===== config.mk =====
export PLATFORM = sky130hd
export DESIGN_NAME = led_matrix_scan_blink_scroll
export DESIGN_NICKNAME = d
export VERILOG_FILES = /design/src/lmsbs_pkg.sv /design/src/led_matrix_scan_blink_scroll.sv
export SDC_FILE = /design/constraint.sdc
export NUM_CORES = 1
export LEC_CHECK = 0
export ABC_AREA = 1
export BUFFER_PORTS_ARGS = -buffer_cell sky130_fd_sc_hd__buf_2
export CORE_UTILIZATION = 30
export CTS_CLUSTER_SIZE = 30
export DETAILED_ROUTE_END_ITERATION = 7
export HOLD_SLACK_MARGIN = 0.08
export SETUP_SLACK_MARGIN = 0.2
export SYNTH_ARGS = -nofsm -noshare
export SYNTH_HDL_FRONTEND = slang
export SYNTH_SLANG_ARGS = --single-unit

===== constraint.sdc =====
create_clock -name clk -period 2.7 [get_ports clk]
set_clock_uncertainty 0.1 [all_clocks]
set_input_delay 0.135 -clock clk [delete_from_list [all_inputs] [get_ports clk]]
set_output_delay 0.135 -clock clk [all_outputs]
set_load 0.05 [all_outputs]

===== src/lmsbs_pkg.sv =====
// Shared types and constants of the LED matrix scanner with blink and scroll.
package lmsbs_pkg;

  // Item kinds carried on the input tuser.
  localparam logic [2:0] FUNC_TICK       = 3'd0;
  localparam logic [2:0] FUNC_SET_LED    = 3'd1;
  localparam logic [2:0] FUNC_SET_DIGITS = 3'd2;
  localparam logic [2:0] FUNC_LOAD_ENTRY = 3'd3;
  localparam logic [2:0] FUNC_START      = 3'd4;
  localparam logic [2:0] FUNC_CLEAR      = 3'd5;

  // Configuration register indexes.
  localparam logic [7:0] REG_BLINK_HALF  = 8'd0;
  localparam logic [7:0] REG_SCROLL_RATE = 8'd1;

  localparam logic [7:0] BLINK_HALF_RESET  = 8'd20;
  localparam logic [7:0] SCROLL_RATE_RESET = 8'd15;

  localparam logic [7:0] SEG_MASK    = 8'h7f;
  localparam logic [7:0] SIDE_LED    = 8'h80;

  localparam logic [1:0] COL_LEDS  = 2'd0;
  localparam logic [1:0] COL_LEFT  = 2'd1;
  localparam logic [1:0] COL_RIGHT = 2'd2;

  localparam int IN_DATA_W  = 56;
  localparam int IN_USER_W  = 3;
  localparam int OUT_DATA_W = 16;

  // Tick in flight between the memory read and the output register.
  typedef struct packed {
    logic [1:0] col;
    logic       use_mem;
    logic       hi;
    logic [7:0] pre;
  } stage_t;

endpackage


===== src/led_matrix_scan_blink_scroll.sv =====
// Top level of the LED matrix scanner with blink and scroll.
// Scans a three-column LED matrix: each tick item yields one result item carrying the
// strobed column and its row byte, and other items set LEDs, digits, scroll buffer
// entries, start a scroll or clear. The block accepts one item per clock while in_tready is
// high; a tick's result passes through a read stage and then into the output register; the
// read stage covers the registered read of the scroll buffer memory that supplies the digit
// segments while scrolling. The input side waits only while a tick holds the read stage
// and the output register is full and not being taken.
module led_matrix_scan_blink_scroll #(
  parameter int SCROLL_DEPTH = 64,
  parameter int DOT_BIT      = 9,
  parameter int TUNE_BIT     = 8
) (
  input  logic                              clk,
  input  logic                              rst_n,
  input  logic                              in_tvalid,
  output logic                              in_tready,
  // Fields from bit 0: full_update, led_index[3:0], led_on_bit, led_blink_bit,
  // left_segments[7:0], right_segments[7:0], entry_index[5:0], entry_segments[7:0],
  // scroll_length[6:0], scroll_passes[7:0], zero padding.
  input  logic [lmsbs_pkg::IN_DATA_W-1:0]   in_tdata,
  // Fields from bit 0: func[2:0].
  input  logic [lmsbs_pkg::IN_USER_W-1:0]   in_tuser,
  output logic                              out_tvalid,
  input  logic                              out_tready,
  // Fields from bit 0: column_index[1:0], row_bits[7:0], zero padding.
  output logic [lmsbs_pkg::OUT_DATA_W-1:0]  out_tdata,
  input  logic                              cfg_valid,
  output logic                              cfg_ready,
  input  logic [7:0]                        cfg_index,
  input  logic [7:0]                        cfg_data
);
  import lmsbs_pkg::*;

  localparam int AW = (SCROLL_DEPTH > 1) ? $clog2(SCROLL_DEPTH) : 1;
  localparam int UW = $clog2(SCROLL_DEPTH + 1);

  // Input fields.
  logic [2:0] func;
  logic       full_update;
  logic [3:0] led_index;
  logic       led_on_bit, led_blink_bit;
  logic [7:0] left_segments, right_segments, entry_segments, scroll_passes;
  logic [5:0] entry_index;
  logic [6:0] scroll_length;

  assign func           = in_tuser[2:0];
  assign full_update    = in_tdata[0];
  assign led_index      = in_tdata[4:1];
  assign led_on_bit     = in_tdata[5];
  assign led_blink_bit  = in_tdata[6];
  assign left_segments  = in_tdata[14:7];
  assign right_segments = in_tdata[22:15];
  assign entry_index    = in_tdata[28:23];
  assign entry_segments = in_tdata[36:29];
  assign scroll_length  = in_tdata[43:37];
  assign scroll_passes  = in_tdata[51:44];

  // State.
  logic [7:0]    blink_half_r, scroll_rate_r;
  logic [15:0]   led_on_r, led_on_nxt, led_blink_r, led_blink_nxt;
  logic [7:0]    digit0_r, digit0_nxt, digit1_r, digit1_nxt;
  logic [7:0]    blink_count_r, blink_count_nxt;
  logic          blink_phase_r, blink_phase_nxt;
  logic [7:0]    scroll_count_r, scroll_count_nxt;
  logic [AW-1:0] scroll_pos_r, scroll_pos_nxt;
  logic [UW-1:0] scroll_used_r, scroll_used_nxt;
  logic [7:0]    passes_r, passes_nxt;
  logic [1:0]    col_r, col_nxt;
  logic [7:0]    row_store_r [3];
  logic          s1_valid_r, s1_valid_nxt;
  stage_t        s1_r, s1_nxt;
  logic          out_valid_r;
  logic [OUT_DATA_W-1:0] out_data_r;

  // Scroll buffer memory.
  logic [7:0]    scroll_mem [SCROLL_DEPTH];
  logic [7:0]    mem_q_r;
  logic          mem_we, mem_re;
  logic [AW-1:0] mem_waddr, mem_raddr;

  logic          accept, s1_adv;
  logic [7:0]    s1_row;
  logic [15:0]   led_sel;
  logic [7:0]    blink_inc, scroll_inc;
  logic [UW-1:0] pos_plus;
  logic [AW-1:0] pos_next;
  logic          scrolling;

  assign s1_adv    = !out_valid_r || out_tready;
  assign in_tready = !s1_valid_r || s1_adv;
  assign accept    = in_tvalid && in_tready;
  assign cfg_ready = 1'b1;

  assign out_tvalid = out_valid_r;
  assign out_tdata  = out_data_r;

  // While scrolling, column 1 shows the current position and column 2 the next one.
  assign scrolling = (passes_r != 8'd0);
  assign pos_plus  = UW'(scroll_pos_r) + UW'(1);
  assign pos_next  = (pos_plus == scroll_used_r) ? AW'(0) : AW'(pos_plus);

  assign s1_row = s1_r.use_mem ? ({s1_r.hi, 7'd0} | (mem_q_r & SEG_MASK)) : s1_r.pre;

  always_comb begin
    led_on_nxt       = led_on_r;
    led_blink_nxt    = led_blink_r;
    digit0_nxt       = digit0_r;
    digit1_nxt       = digit1_r;
    blink_count_nxt  = blink_count_r;
    blink_phase_nxt  = blink_phase_r;
    scroll_count_nxt = scroll_count_r;
    scroll_pos_nxt   = scroll_pos_r;
    scroll_used_nxt  = scroll_used_r;
    passes_nxt       = passes_r;
    col_nxt          = col_r;
    s1_valid_nxt     = s1_valid_r && !s1_adv;
    s1_nxt           = s1_r;
    mem_we           = 1'b0;
    mem_re           = 1'b0;
    mem_waddr        = AW'(entry_index);
    mem_raddr        = scroll_pos_r;
    led_sel          = 16'd1 << led_index;
    blink_inc        = blink_count_r + 8'd1;
    scroll_inc       = scroll_count_r + 8'd1;

    if (accept) begin
      case (func)
        FUNC_TICK: begin
          s1_valid_nxt = 1'b1;
          s1_nxt.col     = col_r;
          s1_nxt.use_mem = 1'b0;
          s1_nxt.hi      = 1'b0;
          s1_nxt.pre     = row_store_r[col_r];
          col_nxt        = (col_r == COL_RIGHT) ? COL_LEDS : col_r + 2'd1;
          if (full_update) begin
            blink_count_nxt = blink_inc;
            if (blink_inc > blink_half_r) begin
              blink_phase_nxt = !blink_phase_r;
              blink_count_nxt = 8'd0;
            end
            if (scrolling) begin
              scroll_count_nxt = scroll_inc;
              if (scroll_inc > scroll_rate_r) begin
                scroll_pos_nxt   = pos_next;
                scroll_count_nxt = 8'd0;
                if (pos_next == AW'(0) && !passes_r[7]) begin
                  passes_nxt = passes_r - 8'd1;
                end
              end
            end
            case (col_r)
              COL_LEDS: begin
                s1_nxt.pre = led_on_r[7:0]
                           ^ (blink_phase_nxt ? led_blink_r[7:0] : 8'd0);
              end
              COL_LEFT: begin
                s1_nxt.hi  = led_on_r[DOT_BIT] ^ (led_blink_r[DOT_BIT] & blink_phase_nxt);
                s1_nxt.pre = {s1_nxt.hi, 7'd0} | (digit0_r & SEG_MASK);
                s1_nxt.use_mem = scrolling;
                mem_raddr      = scroll_pos_r;
                mem_re         = scrolling;
              end
              default: begin
                s1_nxt.hi  = led_on_r[TUNE_BIT]
                           ^ (led_blink_r[TUNE_BIT] & blink_phase_nxt);
                s1_nxt.pre = {s1_nxt.hi, 7'd0} | (digit1_r & SEG_MASK);
                s1_nxt.use_mem = scrolling;
                mem_raddr      = pos_next;
                mem_re         = scrolling;
              end
            endcase
          end
        end
        FUNC_SET_LED: begin
          if (!led_blink_bit) led_blink_nxt = led_blink_r & ~led_sel;
          if (led_on_bit) begin
            led_on_nxt = led_on_r | led_sel;
            if (led_blink_bit) led_blink_nxt = led_blink_r | led_sel;
          end else begin
            led_on_nxt = led_on_r & ~led_sel;
          end
        end
        FUNC_SET_DIGITS: begin
          digit0_nxt = left_segments;
          digit1_nxt = right_segments;
        end
        FUNC_LOAD_ENTRY: begin
          mem_we = (32'(entry_index) < SCROLL_DEPTH);
        end
        FUNC_START: begin
          if (scroll_length == 7'd0) begin
            scroll_used_nxt = UW'(1);
          end else if (32'(scroll_length) > SCROLL_DEPTH) begin
            scroll_used_nxt = UW'(SCROLL_DEPTH);
          end else begin
            scroll_used_nxt = UW'(scroll_length);
          end
          scroll_pos_nxt = AW'(0);
          passes_nxt     = scroll_passes;
        end
        FUNC_CLEAR: begin
          digit0_nxt    = 8'd0;
          digit1_nxt    = 8'd0;
          led_on_nxt    = 16'd0;
          led_blink_nxt = 16'd0;
          passes_nxt    = 8'd0;
        end
        default: begin
        end
      endcase
    end
  end

  always_ff @(posedge clk) begin
    if (mem_we) begin
      scroll_mem[mem_waddr] <= entry_segments;
    end
    if (mem_re) begin
      mem_q_r <= scroll_mem[mem_raddr];
    end
  end

  always_ff @(posedge clk) begin
    if (!rst_n) begin
      blink_half_r   <= BLINK_HALF_RESET;
      scroll_rate_r  <= SCROLL_RATE_RESET;
      led_on_r       <= 16'd0;
      led_blink_r    <= 16'd0;
      digit0_r       <= 8'd0;
      digit1_r       <= 8'd0;
      blink_count_r  <= 8'd0;
      blink_phase_r  <= 1'b0;
      scroll_count_r <= 8'd0;
      scroll_pos_r   <= AW'(0);
      scroll_used_r  <= UW'(1);
      passes_r       <= 8'd0;
      col_r          <= COL_LEDS;
      row_store_r[0] <= 8'd0;
      row_store_r[1] <= 8'd0;
      row_store_r[2] <= 8'd0;
      s1_valid_r     <= 1'b0;
      out_valid_r    <= 1'b0;
    end else begin
      if (cfg_valid && cfg_ready) begin
        if (cfg_index == REG_BLINK_HALF) blink_half_r <= cfg_data;
        if (cfg_index == REG_SCROLL_RATE) scroll_rate_r <= cfg_data;
      end
      led_on_r       <= led_on_nxt;
      led_blink_r    <= led_blink_nxt;
      digit0_r       <= digit0_nxt;
      digit1_r       <= digit1_nxt;
      blink_count_r  <= blink_count_nxt;
      blink_phase_r  <= blink_phase_nxt;
      scroll_count_r <= scroll_count_nxt;
      scroll_pos_r   <= scroll_pos_nxt;
      scroll_used_r  <= scroll_used_nxt;
      passes_r       <= passes_nxt;
      col_r          <= col_nxt;
      s1_valid_r     <= s1_valid_nxt;
      // The finished row byte is stored back when the tick leaves for the output register.
      if (s1_valid_r && s1_adv) begin
        row_store_r[s1_r.col] <= s1_row;
      end
      if (s1_adv) begin
        out_valid_r <= s1_valid_r;
      end
    end
  end

  always_ff @(posedge clk) begin
    s1_r <= s1_nxt;
    if (s1_valid_r && s1_adv) begin
      out_data_r <= {6'd0, s1_row, s1_r.col};
    end
  end

endmodule


==> flow_metrics.tcl <==
set metrics [dict create \
    status "finished with violations" \
    vias_per_cell 5.00 \
    overflow 0 \
    wl_met2_mm 41.4 \
    num-fill-cells 8537 \
    gp_congestion 0.843 \
    path_delay_family "simple AND/OR/NAND/NOR gates" \
    wirelength_mm 87.2 \
    post-route-period-util_pct 109 \
    start_kind "flip-flop" \
    period_minus_slack_ns 2.94 \
    synth_sequential_area_ratio_pct 62.3 \
    synth_cell_types 46 \
    yosysWarnings 0 \
    async_reset_ff_share_pct 0 \
    synth_seq_cells 603 \
    drc 0 \
    synth_area_mm2 0.0276 \
    yosysMostFrequentCell "nand3_1" \
    leakagePower_nw 15.1 \
    die_h_um 305 \
    crit_path_frequent_cell "nand2_1" \
    clk_pin_slew_ns 0.07 \
    cts_root_buf "clkbuf_16" \
    ant_nets 0 \
    synth_area_per_cell_um2 9.88 \
    ir_drop_v 0.000521 \
    yosys-top-cells-area "edfxtp_1, nand3_1, dfxtp_1, nand2_1, inv_1" \
    postSynthCellCount 2791 \
    grt_setup_unrepaired "true" \
    path_cells "ha_4 -> inv_2 -> nand2_2 -> nand2_1 -> nand2_1 -> nand2_1 -> nor2_1 -> nand2_1 -> nor2_4 -> nand2_4 -> nand3_4 -> buf_12 -> nand2_8 -> buf_12 -> buf_12 -> buf_16 -> buf_4 -> nand2_1 -> nand3_1 -> nand3_2 -> nand3_2 -> nand3_4 -> nand3_4 -> nand2_2" \
    drtPass1Iterations 7 \
    fin_cells 4468 \
    num_rows 110 \
    cts_made_buffers 60 \
    critPathArrivalTime_ns 3.36 \
    pre_cts_ws_ns -0.496 \
    layout.nets 3340 \
    synth_edf_count 509 \
    grt_max_degree 66 \
    clk_latency_ns 0.65 \
    wl_per_cell_um 19.5 \
    drv_cap 0 \
    clock.fmax_ghz 0.340 \
    crit_fanout 7 \
    die_w_um 305 \
    failed_checks "negative setup slack" \
    cts_num_sinks 603 \
    relSlewSlack_pct 37.1 \
    worst_slack_ns -0.242 \
    holdCritPathClass "in -> reg" \
    hold_viol 0 \
    crit_type "reg -> reg" \
    drive_gt1_share_pct 27.2 \
    highest_layer "met4" \
    cts-htree-levels 2 \
    clock_path_buffers 3 \
    met1_length_mm 37.8 \
    critPathBufInv 6 \
    die_area_mm2 0.0931 \
    setup_viol 44 \
    dp_hpwl_mm 52.2 \
    worstMarginPinSlew_ns 0.943 \
    cts_tree "yes" \
    drv_slew 0 \
    yosys-top-cells-count "nand3_1, edfxtp_1, nand2_1, inv_1, nor2_1" \
    grt_pass1_wl_mm 127 \
    worstPathRequired_ns 3.12 \
    met3WireLength_mm 5.81 \
    vias 22330 \
    first_iter_violations 2234 \
    port_buffers 84 \
    power.density_mw_per_mm2 558 \
    antenna_found_initial 0 \
    yosysTopAreaCell "edfxtp_1" \
    areaGrowthSynthToFinish_pct 36.4 \
    synthFlopType "edfxtp_1" \
    crit_slowest_cell "dfxtp_4" \
    placedCellCount 4168 \
    endpoint_kind "flip-flop" \
    grtUsageTotal_pct 17.6 \
    antennaDiodeCount 0 \
    slowest_delay_ns 0.36 \
    io_pins 99 \
    grt_pass1_vias 21067 \
    core_area_mm2 0.0906 \
    synth_top_area_share_pct 55.4 \
    start_util_pct 30.4 \
]
cells by family after synthesis:
group,Yosys count,synth area share (%)
AO/OA/AOI/OAI,201,4.04
adder cells (fa/ha/maj),20,0.908
other,2,0.0272
flip-flops,603,62.3
XOR/XNOR,18,0.572
buffers and inverters,515,7.62
AND/OR/NAND/NOR,1432,24.6
cell type report:
cell class	count	area, um2	area share [%]
well taps	1176	1470	3.91
clock inverters	41	488	1.30
flip-flops and latches	603	17200	45.7
inverters	361	1390	3.69
clock buffers	73	1580	4.21
multi-input cells	1681	10000	26.6
repair buffers	533	5470	14.5
sequential cells by signal, summed over array words and instances, names as in the netlist, 7 cells and up, named ones only:
signal / cells
scroll_mem: 448
row_store_r: 32
s1_r: 12
led_blink_r: 10
led_on_r: 10
out_tdata: 10
blink_count_r: 8
blink_half_r: 8
passes_r: 8
scroll_count_r: 8
scroll_rate_r: 8
digit0_r: 7
digit1_r: 7
mem_q_r: 7
scroll_used_r: 7
metal layers:
layer	track usage, %	vias up
met4	4.42	0
met5	0	-
met1	24.2	10919
li1	-	10406
met3	2.48	141
met2	29.0	864
worst register-to-register path: stages (launching register included):
cell and delay (ns):
dfxtp_4 0.36, ha_4 0.17, inv_2 0.05, nand2_2 0.07, nand2_1 0.05, nand2_1 0.05
nand2_1 0.04, nor2_1 0.09, nand2_1 0.09, nor2_4 0.14, nand2_4 0.10, nand3_4 0.11
buf_12 0.13, nand2_8 0.05, buf_12 0.15, buf_12 0.15, buf_16 0.16, buf_4 0.14
nand2_1 0.05, nand3_1 0.10, nand3_2 0.11, nand3_2 0.08, nand3_4 0.13, nand3_4 0.08
nand2_2 0.07
worst paths after layout:
path / startpoint / endpoint / slack [ns] / cells past startpoint
setup reg to reg: scroll_pos_r[0] / mem_q_r[6] / -0.24 / 24
hold reg to reg: blink_half_r[7] / blink_half_r[7] / 0.37 / 2
hold / removal: in_tdata[35] / scroll_mem[23][6] / 0.12 / 1
setup / recovery: scroll_pos_r[0] / mem_q_r[6] / -0.24 / 24
where the power goes:
part           switching (W)  leakage, nW  internal [W]  total (W)
logic                0.00116         8.71      0.000755    0.00192
registers          0.0000359         5.38        0.0101     0.0102
clock network        0.00378         1.01       0.00514    0.00892
total                0.00497         15.1        0.0160     0.0210
timing repair:
action	CTS	global route
setup buffers	40	34
resized for setup	162	268
cloned	13	17
hold buffers	83	1
pin swaps	61	130
endpoints found under the setup margin	56	263
hold endpoints to repair	277	1
through the flow:
stage                     hold slack [ns]  power [W]  cell area (um2)  setup TNS (ns)  utilization [%]
after floorplan                     0.134     0.0112            28000               0                -
after global placement              0.273     0.0118            31500           -5.75             34.8
after detailed placement            0.279     0.0118            31500           -6.42             34.8
after CTS                          0.0885     0.0209            35800           -3.70             39.5
after global routing                0.122     0.0216            37600          -13.82             41.5
final                               0.118     0.0210            37600           -5.16             41.5
placed cells by master, fill, tap and decap left out, types with 8 or more instances in the layout:
master         count
nor2_1           172
buf_12            59
buf_4            240
a21oi_1           66
clkinv_2          15
nand3_4           14
clkbuf_1          11
nand2_1          423
nand3b_1         158
dfxtp_1           83
a31oi_1           13
buf_2             83
nand3_2          172
xor2_1            10
dlygate4sd3_1     82
a21oi_2           21
nand3_1          379
edfxtp_1         509
buf_6             34
bufinv_16         10
nand2_2           55
nor3_1            12
nand2_4           19
ha_1              16
inv_1            342
clkbuf_16         75
inv_2              9
dfxtp_4            8
buf_16            13
nor2_4            11
clkinv_1          13
o21ai_0           54
No activity file was read; power rests on OpenSTA's default activity.
